$ cat config.mk
export PLATFORM = sky130hd
export DESIGN_NAME = looped_breakpoint_step_lookup
export DESIGN_NICKNAME = d
export VERILOG_FILES = /design/src/hdl/lbsl_pkg.sv /design/src/hdl/looped_breakpoint_step_lookup.sv /design/src/hdl/lbsl_divider.sv /design/src/hdl/lbsl_table.sv
export SDC_FILE = /design/constraint.sdc
export NUM_CORES = 2
export LEC_CHECK = 0
export BUFFER_PORTS_ARGS = -buffer_cell sky130_fd_sc_hd__buf_4
export CAP_MARGIN = 20
export CORE_MARGIN = 4
export CORE_UTILIZATION = 40
export CTS_CLUSTER_DIAMETER = 100
export DETAILED_ROUTE_END_ITERATION = 16
export HOLD_SLACK_MARGIN = 0.12
export PLACE_DENSITY = 0.58
export SETUP_SLACK_MARGIN = 0.4
export SLEW_MARGIN = 15
export SYNTH_ARGS = -nofsm -noshare
export SYNTH_HDL_FRONTEND = slang
export SYNTH_SLANG_ARGS = --single-unit
$ cat constraint.sdc
create_clock -name i_clk -period 6.9 [get_ports i_clk]
set_input_delay 1.035 -clock i_clk [delete_from_list [all_inputs] [get_ports i_clk]]
set_output_delay 1.035 -clock i_clk [all_outputs]
set_load 0.05 [all_outputs]
$ cat src/hdl/lbsl_pkg.sv
// Shared types and constants of the looped breakpoint step lookup.
package lbsl_pkg;

    localparam int unsigned TIME_W  = 32;
    localparam int unsigned VALUE_W = 16;
    localparam int unsigned SEG_W   = 8;
    localparam int unsigned CFG_IW  = 2;

    typedef logic [CFG_IW-1:0] t_cfg_idx;
    localparam t_cfg_idx CFG_MODE    = 2'd0;
    localparam t_cfg_idx CFG_DEFAULT = 2'd1;
    localparam t_cfg_idx CFG_START   = 2'd2;
    localparam t_cfg_idx CFG_END     = 2'd3;

    typedef logic [1:0] t_mode;
    localparam t_mode MODE_LATCH  = 2'd0;
    localparam t_mode MODE_MOMENT = 2'd1;

    localparam logic FUNC_APPEND = 1'b0;
    localparam logic FUNC_QUERY  = 1'b1;

    typedef struct packed {
        logic                      func;
        logic [TIME_W-1:0]         time_sample;
        logic signed [VALUE_W-1:0] point_value;
    } t_in_item;

    typedef struct packed {
        logic signed [VALUE_W-1:0] level;
        logic [SEG_W-1:0]          segment_index;
        logic                      table_empty;
        logic                      range_error;
    } t_out_item;

    typedef struct packed {
        logic [TIME_W-1:0]         bp_time;
        logic signed [VALUE_W-1:0] bp_value;
    } t_entry;

endpackage

$ cat src/hdl/looped_breakpoint_step_lookup.sv
// Top level: looped breakpoint table with stepped level lookup.
// Append: the next item may follow in the next cycle.
// Query on an empty table or zero range: result valid in the cycle after transfer.
// Other queries: serial remainder, then a scan of entries (at most POINTS-1), then a
// fetch of the matched entry, or the last if none matches; input waits for the result transfer.
// Synchronous active-low reset clears count, registers and control; no memory sweep.
module looped_breakpoint_step_lookup
    import lbsl_pkg::*;
#(
    parameter int unsigned POINTS = 16
)
(
    input  logic              i_clk,
    input  logic              i_rst_n,
    input  logic              i_in_valid,
    output logic              o_in_ready,
    input  t_in_item          i_in_data,
    output logic              o_out_valid,
    input  logic              i_out_ready,
    output t_out_item         o_out_data,
    input  logic              i_cfg_valid,
    output logic              o_cfg_ready,
    input  t_cfg_idx          i_cfg_index,
    input  logic [TIME_W-1:0] i_cfg_data
);

    localparam int unsigned IW = (POINTS > 1) ? $clog2(POINTS) : 1;
    localparam int unsigned CW = $clog2(POINTS + 1);

    typedef enum logic [6:0] {
        S_IDLE  = 7'b0000001,
        S_DIV   = 7'b0000010,
        S_SCAN  = 7'b0000100,
        S_CMP   = 7'b0001000,
        S_FETCH = 7'b0010000,
        S_FETW  = 7'b0100000,
        S_OUT   = 7'b1000000
    } t_state;

    t_state                    r_state, n_state;
    logic [CW-1:0]             r_count, n_count;
    t_mode                     r_mode;
    logic signed [VALUE_W-1:0] r_default;
    logic [TIME_W-1:0]         r_start;
    logic [TIME_W-1:0]         r_end;
    logic [TIME_W-1:0]         r_time, n_time;
    logic [TIME_W-1:0]         r_low, n_low;
    logic [CW-1:0]             r_ptr, n_ptr;
    logic [IW-1:0]             r_idx, n_idx;
    t_out_item                 r_out, n_out;

    logic              in_xfer;
    logic              full;
    logic [TIME_W-1:0] range;
    logic              empty;
    logic              bad_range;
    logic              div_start;
    logic              div_done;
    logic [TIME_W-1:0] div_rem;
    logic              wr_en;
    logic [IW-1:0]     wr_addr;
    t_entry            wr_data;
    logic              rd_en;
    logic [IW-1:0]     rd_addr;
    t_entry            rd_data;
    logic [CW-1:0]     ptr_prev;
    logic [CW-1:0]     last;

    assign o_in_ready  = (r_state == S_IDLE);
    assign in_xfer     = i_in_valid && o_in_ready;
    assign full        = (r_count >= CW'(POINTS));
    assign range       = r_end - r_start;
    assign empty       = (r_count == '0);
    assign bad_range   = (range == '0);
    assign div_start   = in_xfer && (i_in_data.func == FUNC_QUERY) && !empty && !bad_range;
    assign wr_en       = in_xfer && (i_in_data.func == FUNC_APPEND);
    assign wr_addr     = full ? '0 : r_count[IW-1:0];
    assign wr_data     = '{bp_time: i_in_data.time_sample, bp_value: i_in_data.point_value};
    assign ptr_prev    = r_ptr - CW'(1);
    assign last        = r_count - CW'(1);

    always_comb begin
        rd_en   = 1'b0;
        rd_addr = r_idx;
        if ((r_state == S_SCAN) && (r_ptr < r_count)) begin
            rd_en   = 1'b1;
            rd_addr = r_ptr[IW-1:0];
        end else if (r_state == S_FETCH) begin
            rd_en   = 1'b1;
        end
    end

    lbsl_divider u_divider (
        .i_clk      (i_clk),
        .i_rst_n    (i_rst_n),
        .i_start    (div_start),
        .i_dividend (i_in_data.time_sample),
        .i_divisor  (range),
        .o_done     (div_done),
        .o_rem      (div_rem)
    );

    lbsl_table #(
        .POINTS (POINTS),
        .IW     (IW)
    ) u_table (
        .i_clk     (i_clk),
        .i_wr_en   (wr_en),
        .i_wr_addr (wr_addr),
        .i_wr_data (wr_data),
        .i_rd_en   (rd_en),
        .i_rd_addr (rd_addr),
        .o_rd_data (rd_data)
    );

    always_comb begin
        n_state = r_state;
        n_count = r_count;
        n_time  = r_time;
        n_low   = r_low;
        n_ptr   = r_ptr;
        n_idx   = r_idx;
        n_out   = r_out;
        case (r_state)
            S_IDLE: begin
                if (in_xfer) begin
                    if (i_in_data.func == FUNC_APPEND) begin
                        n_count = full ? CW'(1) : r_count + CW'(1);
                    end else if (empty || bad_range) begin
                        n_out   = '{level: r_default, segment_index: '0,
                                    table_empty: empty, range_error: bad_range};
                        n_state = S_OUT;
                    end else begin
                        n_state = S_DIV;
                    end
                end
            end
            S_DIV: begin
                if (div_done) begin
                    n_time  = div_rem + r_start;
                    n_low   = '0;
                    n_ptr   = CW'(1);
                    n_state = S_SCAN;
                end
            end
            S_SCAN: begin
                if (r_ptr < r_count) begin
                    n_state = S_CMP;
                end else begin
                    n_idx   = last[IW-1:0];
                    n_state = S_FETCH;
                end
            end
            S_CMP: begin
                if ((r_time >= r_low) && (r_time < rd_data.bp_time)) begin
                    n_idx   = ptr_prev[IW-1:0];
                    n_state = S_FETCH;
                end else begin
                    n_low   = rd_data.bp_time;
                    n_ptr   = r_ptr + CW'(1);
                    n_state = S_SCAN;
                end
            end
            S_FETCH: begin
                n_state = S_FETW;
            end
            S_FETW: begin
                n_out.segment_index = SEG_W'(r_idx);
                n_out.table_empty   = 1'b0;
                n_out.range_error   = 1'b0;
                case (r_mode)
                    MODE_LATCH:  n_out.level = rd_data.bp_value;
                    MODE_MOMENT: n_out.level = (r_time == rd_data.bp_time) ?
                                               rd_data.bp_value : r_default;
                    default:     n_out.level = '0;
                endcase
                n_state = S_OUT;
            end
            S_OUT: begin
                if (i_out_ready) begin
                    n_state = S_IDLE;
                end
            end
            default: begin
                n_state = S_IDLE;
            end
        endcase
    end

    always_ff @(posedge i_clk) begin
        if (!i_rst_n) begin
            r_state   <= S_IDLE;
            r_count   <= '0;
            r_mode    <= MODE_LATCH;
            r_default <= '0;
            r_start   <= '0;
            r_end     <= '0;
        end else begin
            r_state <= n_state;
            r_count <= n_count;
            if (i_cfg_valid) begin
                case (i_cfg_index)
                    CFG_MODE:    r_mode    <= i_cfg_data[1:0];
                    CFG_DEFAULT: r_default <= i_cfg_data[VALUE_W-1:0];
                    CFG_START:   r_start   <= i_cfg_data;
                    CFG_END:     r_end     <= i_cfg_data;
                    default:     ;
                endcase
            end
        end
    end

    always_ff @(posedge i_clk) begin
        r_time <= n_time;
        r_low  <= n_low;
        r_ptr  <= n_ptr;
        r_idx  <= n_idx;
        r_out  <= n_out;
    end

    assign o_out_valid = (r_state == S_OUT);
    assign o_out_data  = r_out;
    assign o_cfg_ready = 1'b1;

endmodule

$ cat src/hdl/lbsl_divider.sv
// Restoring remainder unit, one quotient bit per cycle.
module lbsl_divider
    import lbsl_pkg::*;
(
    input  logic              i_clk,
    input  logic              i_rst_n,
    input  logic              i_start,
    input  logic [TIME_W-1:0] i_dividend,
    input  logic [TIME_W-1:0] i_divisor,
    output logic              o_done,
    output logic [TIME_W-1:0] o_rem
);

    localparam int unsigned STEP_W = $clog2(TIME_W);

    logic              r_busy;
    logic              r_done;
    logic [STEP_W-1:0] r_step;
    logic [TIME_W-1:0] r_rem;
    logic [TIME_W-1:0] r_dvd;
    logic [TIME_W-1:0] r_dvs;
    logic [TIME_W:0]   n_shift;
    logic [TIME_W:0]   n_diff;

    always_comb begin
        n_shift = {r_rem, r_dvd[TIME_W-1]};
        n_diff  = n_shift - {1'b0, r_dvs};
    end

    always_ff @(posedge i_clk) begin
        if (!i_rst_n) begin
            r_busy <= 1'b0;
            r_done <= 1'b0;
            r_step <= '0;
        end else begin
            r_done <= 1'b0;
            if (i_start) begin
                r_busy <= 1'b1;
                r_step <= '0;
            end else if (r_busy) begin
                r_step <= r_step + 1'b1;
                if (r_step == STEP_W'(TIME_W - 1)) begin
                    r_busy <= 1'b0;
                    r_done <= 1'b1;
                end
            end
        end
    end

    always_ff @(posedge i_clk) begin
        if (i_start) begin
            r_rem <= '0;
            r_dvd <= i_dividend;
            r_dvs <= i_divisor;
        end else if (r_busy) begin
            r_dvd <= {r_dvd[TIME_W-2:0], 1'b0};
            if (!n_diff[TIME_W]) begin
                r_rem <= n_diff[TIME_W-1:0];
            end else begin
                r_rem <= n_shift[TIME_W-1:0];
            end
        end
    end

    assign o_done = r_done;
    assign o_rem  = r_rem;

endmodule

$ cat src/hdl/lbsl_table.sv
// Breakpoint memory: one write port, one registered read port.
module lbsl_table
    import lbsl_pkg::*;
#(
    parameter int unsigned POINTS = 16,
    parameter int unsigned IW     = 4
)
(
    input  logic          i_clk,
    input  logic          i_wr_en,
    input  logic [IW-1:0] i_wr_addr,
    input  t_entry        i_wr_data,
    input  logic          i_rd_en,
    input  logic [IW-1:0] i_rd_addr,
    output t_entry        o_rd_data
);

    t_entry r_mem [POINTS];
    t_entry r_rd_data;

    always_ff @(posedge i_clk) begin
        if (i_wr_en) begin
            r_mem[i_wr_addr] <= i_wr_data;
        end
    end

    always_ff @(posedge i_clk) begin
        if (i_rd_en) begin
            r_rd_data <= r_mem[i_rd_addr];
        end
    end

    assign o_rd_data = r_rd_data;

endmodule

======== After elaboration in Yosys (flattened, before gate mapping) ========
Memories as Yosys holds them, arrays and structs flattened. A register that Yosys moved wholly into a read port is not among the register bits.
Index checks and enable logic that the tools add are counted.
storage, ports and cells
  bits in writable memories ............... 768
  output and inout bits ................... 29
  memories kept ........................... 1
  flip-flop bits (word level) ............. 296
  latch bits .............................. 0
  bits of input ports ..................... 88
  ROM bits ................................ 0
operators by class
  div/mod/pow operators ................... 0
  order comparisons ....................... 4
  $mul .................................... 0
  equal/unequal tests ..................... 21
  bitwise logic cells ..................... 3
  reductions and logical operators ........ 30
  add/sub/neg operators ................... 8
  shifts and indexed selects .............. 0
  mux-type cells .......................... 37
memory list
  memory         words  width  read ports  clocked after Yosys merged registers in  write ports  line              source
  u_table.r_mem  16     48     1           1                                        1            lbsl_table.sv:18  t_entry r_mem [POINTS];
operators with widths
  kind                                           number
  two-way mux 32 bit                             5
  two-way mux 26 bit                             3
  one-hot mux 32 bit (2 select lines)            1
  one-hot mux 26 bit (2 select lines)            1
  one-hot mux 7 bit (7 select lines)             1
  two-way mux 7 bit                              5
  subtractor 33 x 32 -> 33 bit                   1
  adder 32 bit                                   1
  equality test 32 bit                           1
  >= comparator 32 bit                           1
  logical NOT 32 bit                             1
  < comparator 32 bit                            1
  one-hot mux 16 bit (2 select lines)            1
  subtractor 32 bit                              1
  two-way mux 5 bit                              5
  two-way mux 16 bit                             1
  two-way mux 4 bit                              4
  adder 5 x 1 -> 5 bit, second input constant    3
  != test 2 x 1 -> 1 bit, second input constant  5
  one-hot mux 5 bit (2 select lines)             1
  AND reduction 2 bit                            5
  AND reduction 3 bit                            3
  two-way mux 1 bit                              8
  one-hot mux 4 bit (2 select lines)             1
  other kinds (24)                               43

======== Longest topological paths before layout ========
  depth after elaboration ................. 7
  depth in mapped cells ................... 19
  mapped depth without buffers ............ 16

======== By module ========
Synthesis repeated with hierarchy kept, for this count alone.
unflattened totals
  cells, all modules ...................... 3239
  area total of the unflattened synthesis .. 48565.3 µm²
by module, submodules not included
  module                         area each (µm²)  cells each  times used
  lbsl_table                     30175.2          1242        1
  looped_breakpoint_step_lookup  12315.6          1431        1
  lbsl_divider                   6074.6           566         1

======== Least setup slack after synthesis ========
OpenSTA, ideal clock, no wires.
  path type ............................... register -> register
  from .................................... reg r_start[0]
  to ...................................... reg r_out (netlist bit o_out_data[0]), enable pin
  buffers on the path ..................... 0
  cell stages (with the launch flop) ...... 16
  arrival ................................. 4.409 ns
  path slack .............................. 2.080 ns
  cell sequence ........................... dfxtp_1 ha_1 inv_1 fa_1 a211oi_2 o21bai_4 a31oi_4 nor3_1 nor3b_2 xnor2_1 or4_1 nor4_1 nand4_1 nor4_2 nor2_1 a22oi_1
between the ends
  cells in the longest elaborated chain, start to end .. 5
ends and longest elaborated chain
  item                                     line                                  source
  start, declared                          looped_breakpoint_step_lookup.sv:44   logic [TIME_W-1:0] r_start;
  start signal, assigned                   looped_breakpoint_step_lookup.sv:205  CFG_START: r_start <= i_cfg_data;
  subtractor 32 bit                        looped_breakpoint_step_lookup.sv:72   assign range = r_end - r_start;
  named net range[16]                      looped_breakpoint_step_lookup.sv:54   logic [TIME_W-1:0] range;
  logical NOT 32 bit                       looped_breakpoint_step_lookup.sv:74   assign bad_range = (range == '0);
  logical OR 1 bit                         looped_breakpoint_step_lookup.sv:129  end else if (empty || bad_range) begin
  != test 2 x 1 -> 1 bit (no source line)  --
  AND reduction 4 bit (no source line)     --
  end signal, assigned                     looped_breakpoint_step_lookup.sv:218  r_out <= n_out;
  end, declared                            looped_breakpoint_step_lookup.sv:50   t_out_item r_out, n_out;
The timed path passes the listed nets, and every way through them passes these cells.
A chain may end at the register's enable or synchronous reset.

======== Worst setup path after layout ========
  from .................................... reg r_start[0]
  to ...................................... reg u_divider.r_busy
between the ends
  cells in the longest elaborated chain, start to end .. 5
ends and longest elaborated chain
  item                  line                                 source
  subtractor 32 bit     looped_breakpoint_step_lookup.sv:72
  named net range[16]   looped_breakpoint_step_lookup.sv:54
  logical NOT 32 bit    looped_breakpoint_step_lookup.sv:74
  logical NOT 1 bit     looped_breakpoint_step_lookup.sv:75  assign div_start = in_xfer && (i_in_data.func == FUNC_QUERY) && !empty && !bad_range;
  logical AND 1 bit     looped_breakpoint_step_lookup.sv:75
  two-way mux 1 bit     lbsl_divider.sv:37                   if (i_start) begin
  end signal, assigned  lbsl_divider.sv:32                   r_busy <= 1'b0;
  end signal, assigned  lbsl_divider.sv:38                   r_busy <= 1'b1;
  end signal, assigned  lbsl_divider.sv:43                   r_busy <= 1'b0;
  end, declared         lbsl_divider.sv:16                   logic r_busy;
The timed path passes the listed nets, and every way through them passes these cells.

==> run_summary.xml <==
<?xml version="1.0" encoding="UTF-8"?>
<metrics>
  <group name="status">
    <metric name="status" unit="">finished, final reports clean</metric>
  </group>
  <group name="cells_and_area">
    <metric name="mostFrequentLayoutCells" unit="">edfxtp_1, nand2_1, mux4_2, a21oi_1, ha_1</metric>
    <metric name="design.final.nets" unit="">3667</metric>
    <metric name="drive_above_1_share" unit="%">17.2</metric>
    <metric name="post_synthesis_to_final_layout_area_growth" unit="%">14.0</metric>
    <metric name="final_common_cell" unit="">edfxtp_1</metric>
  </group>
  <group name="hold_path">
    <metric name="worstHoldPathCells" unit="">2</metric>
    <metric name="hold_path_class" unit="">register to register</metric>
    <metric name="holdCritStartpoint" unit="">r_end[5]$_SDFFE_PN0P_</metric>
    <metric name="min_delay_worst_endpoint" unit="">r_end[5]$_SDFFE_PN0P_</metric>
  </group>
  <group name="sta">
    <metric name="setup_viol" unit="">0</metric>
    <metric name="fin_crit_sh" unit="%">74.6</metric>
    <metric name="timing.max_slew.rel_slack" unit="%">24.8</metric>
    <metric name="period_minus_slack" unit="ps">5140</metric>
    <metric name="worst-slew-pin-transition" unit="ps">1130</metric>
    <metric name="worst_setup_skew_after_layout" unit="ps">60.4</metric>
    <metric name="fin_worst_hold_slack" unit="ps">459</metric>
    <metric name="report.final.slew_viol_count" unit="">0</metric>
    <metric name="tns" unit="ps">0</metric>
    <metric name="fmax" unit="MHz">194</metric>
    <metric name="unrepaired_setup_endpoints_after_global_routing" unit="">false</metric>
    <metric name="finalHoldViolCount" unit="">0</metric>
  </group>
  <group name="drt">
    <metric name="pre_repair_dr_iteration_count" unit="">6</metric>
    <metric name="drt.antenna.violating_nets" unit="">0</metric>
    <metric name="drt-wirelength-per-cell" unit="µm">22.9</metric>
    <metric name="post_drt_via_cell_ratio" unit="">5.38</metric>
    <metric name="detailed_route_wire_length" unit="µm">117000</metric>
    <metric name="dr.first_iter.drc_count" unit="">2240</metric>
    <metric name="num_vias" unit="">27600</metric>
    <metric name="drc_errors" unit="">0</metric>
  </group>
  <group name="setup_path">
    <metric name="worst-path-buf-inv" unit="">3</metric>
    <metric name="timing.critical_path.arrival" unit="ps">5730</metric>
    <metric name="rr_endpoint" unit="">u_divider.r_busy$_SDFF_PN0_</metric>
    <metric name="critPathRequiredTime" unit="ps">7490</metric>
    <metric name="critical_path_depth" unit="">17</metric>
    <metric name="cpMaxStageDelayCell" unit="">or4_1</metric>
    <metric name="setup_slack_reg_to_reg" unit="ps">1760</metric>
    <metric name="rr_startpoint" unit="">r_start[0]$_SDFFE_PN0P_</metric>
    <metric name="endpoint_kind" unit="">register</metric>
    <metric name="critPathTopFamily" unit="">simple AND/OR/NAND/NOR gates</metric>
    <metric name="crit_path_max_incr_delay" unit="ps">500</metric>
    <metric name="crit_fanout" unit="">61</metric>
    <metric name="cp_cell_sequence" unit="">ha_1 -&gt; inv_1 -&gt; fa_1 -&gt; a211oi_2 -&gt; o21bai_4 -&gt; a31oi_4 -&gt; nor3_1 -&gt; nor3b_2 -&gt; xnor2_1 -&gt; or4_1 -&gt; nor4_1 -&gt; nand4_1 -&gt; nor4_2 -&gt; nor3_2 -&gt; buf_4 -&gt; buf_4 -&gt; o21a_1</metric>
    <metric name="crit_path_start_kind" unit="">register</metric>
    <metric name="reg2reg_depth" unit="">17</metric>
    <metric name="startpoint" unit="">r_start[0]$_SDFFE_PN0P_</metric>
    <metric name="critPathKind" unit="">register to register</metric>
    <metric name="timing.critical_path.mode_cell" unit="">buf_4</metric>
  </group>
  <group name="logic_synthesis">
    <metric name="yosys.cell_types.count" unit="">79</metric>
    <metric name="avgSynthCellArea" unit="µm²">14.8</metric>
    <metric name="count_of_flip_flops_with_a_built_in_enable_after_synthesis" unit="">975</metric>
    <metric name="asyncSetResetFlopFracSynth" unit="%">0</metric>
    <metric name="netlist_instances" unit="">3265</metric>
    <metric name="most_frequently_used_flop_master_after_synthesis" unit="">edfxtp_1</metric>
    <metric name="synth_warnings" unit="">0</metric>
    <metric name="mappedNetlistArea" unit="mm²">0.0483</metric>
    <metric name="ys_seq_elements" unit="">1108</metric>
    <metric name="synth.yosys.seq_area_share" unit="%">66.1</metric>
  </group>
  <group name="placement">
    <metric name="port-buffer-count" unit="">111</metric>
    <metric name="hpwl" unit="µm">72400</metric>
    <metric name="gpl.final_weighted_congestion" unit="">0.879</metric>
  </group>
  <group name="grt">
    <metric name="grt_first_pass_wirelength" unit="µm">176000</metric>
    <metric name="first_global_vias" unit="">27500</metric>
    <metric name="global_route_total_overflow" unit="">0</metric>
    <metric name="grt_max_degree" unit="">98</metric>
    <metric name="globalRouteTotalUtil" unit="%">18.4</metric>
    <metric name="antenna_found_initial" unit="">13</metric>
  </group>
  <group name="pwr">
    <metric name="static-leakage-power" unit="nW">19.3</metric>
    <metric name="power.density" unit="mW/mm²">292</metric>
    <metric name="vdd.ir_drop.worst" unit="mV">0.225</metric>
  </group>
  <group name="clocking">
    <metric name="post-cts-setup-buffer-count" unit="">0</metric>
    <metric name="clk_transition_reported_paths" unit="ps">60</metric>
    <metric name="cts.path.max_buffers" unit="">3</metric>
    <metric name="cts_root_buffer" unit="">clkbuf_16</metric>
    <metric name="number_of_sinks_handled_by_clock_tree_synthesis" unit="">1108</metric>
    <metric name="postCtsHoldBufs" unit="">0</metric>
    <metric name="cts_repair_resize_count" unit="">0</metric>
    <metric name="clock_tree_from_tritoncts" unit="">built</metric>
    <metric name="maximum_level_of_the_cts_h_tree" unit="">3</metric>
    <metric name="insertion_delay" unit="ps">720</metric>
    <metric name="cts_made_buffers" unit="">116</metric>
  </group>
  <group name="floorplanning">
    <metric name="floorplan.rows" unit="">127</metric>
    <metric name="fp.dieH" unit="µm">355</metric>
    <metric name="die_w" unit="µm">355</metric>
    <metric name="ioPinCount" unit="">117</metric>
    <metric name="placeable_core_area" unit="mm²">0.120</metric>
    <metric name="die_area" unit="mm²">0.126</metric>
    <metric name="initial_utilization" unit="%">40.2</metric>
  </group>
  <group name="run">
    <metric name="maxCapViolCount" unit="">0</metric>
  </group>
</metrics>
worst min-delay path, cell delays in order (launching register included):
cell and delay (ps):
dfxtp_1 310, nand2_1 50, a21oi_1 50
area by class of cell:
| type | instances | area [µm²] |
|---|---|---|
| antenna | 5 | 12.5 |
| tap | 1612 | 2020 |
| multi-input combinational | 1856 | 15400 |
| timing repair buffer | 160 | 1270 |
| sequential | 1108 | 31900 |
| inverter | 166 | 623 |
| clock buffer | 143 | 3090 |
| fill | 10500 | 64900 |
| clock inverter | 72 | 753 |
cells in the mapped netlist (all sizes together) (7+ instances only):
library cell    n  area, µm²
and3           11       68.8
a21o           55        413
buf            41        220
and2           97        607
a31oi          57        372
or3             9       61.3
o21a           24        180
nor2          130        488
mux4          192       4320
o21bai         11       93.8
nand2         357       1340
nand3          31        155
o211ai         32        240
xnor2          54        473
inv           166        623
nand2b         22        138
nand4          22        138
a21oi         186        931
nor2b          21        131
nor3           28        140
dfxtp         133       2660
mux2i          19        190
ha            168       2100
clkbuf         97        364
a211oi         65        493
edfxtp        975      29300
a22o           11       96.3
mux2           33        428
o31a            7       61.3
o21ai          91        455
or2            10       62.6
xor2           33        289
nor4            8       56.3
stage by stage:
stage                     setup WS (ps)  std cells  util (%)  cell area [µm²]  total power, mW
after floorplan                    2080       3268         -            48300             9.25
after global placement             1770       4901      42.7            51200             9.92
after detailed placement           1740       4902      42.7            51200             9.92
after CTS                          1710       5117      45.9            55000             16.2
after global routing               1140       5118      45.9            55100             16.7
final                              1760       5122      45.9            55100             16.1
state kept, by name, summed over array words and instances, names as in the netlist, 7 cells and up:
register	flops
u_table.r_mem	768
u_divider.r_dvs	32
r_low	32
o_out_data	22
u_divider.o_rem	32
r_state	7
u_table.o_rd_data	48
r_time	32
r_end	32
r_default	16
u_divider.r_dvd	32
r_start	32
worst max-delay path by stage:
| stage | endpoint | slack [ps] |
|---|---|---|
| after floorplan | o_out_data[0]$_SDFFCE_PN0P_ | 2080 |
| after global placement | u_divider.r_busy$_SDFF_PN0_ | 1770 |
| after detailed placement | u_divider.r_busy$_SDFF_PN0_ | 1740 |
| after CTS | u_divider.r_busy$_SDFF_PN0_ | 1710 |
| after global routing | u_divider.r_dvs[0]$_DFFE_PP_ | 1140 |
| final | u_divider.r_busy$_SDFF_PN0_ | 1760 |
power by group:
part / internal [mW] / total, mW / switching, mW
Combinational: 0.833 / 2.15 / 1.32
Clock: 3.60 / 6.25 / 2.66
Sequential: 7.49 / 7.66 / 0.165
per-layer routing:
metal	share of wire, %	vias to the layer above	GRT usage (%)
met5	0.035	-	0
met4	2.7	6	5.07
met3	5.6	169	3.55
met2	47	683	29.9
met1	44	14000	25.4
li1	-	12700	-
kinds of logic (layout without fill, tap and decap cells):
kind of cell / Yosys count / after routing / synth area share, %
buf+inv: 304 / 541 / 2.50
mux: 244 / 244 / 10.2
flops: 1108 / 1108 / 66.1
fa+ha+maj: 171 / 171 / 4.48
simple gates: 768 / 768 / 7.41
compound gates: 581 / 581 / 7.64
xor+xnor: 87 / 87 / 1.58
other cells: 2 / 10 / 0.0156
No activity file was read; power rests on OpenSTA's default activity.
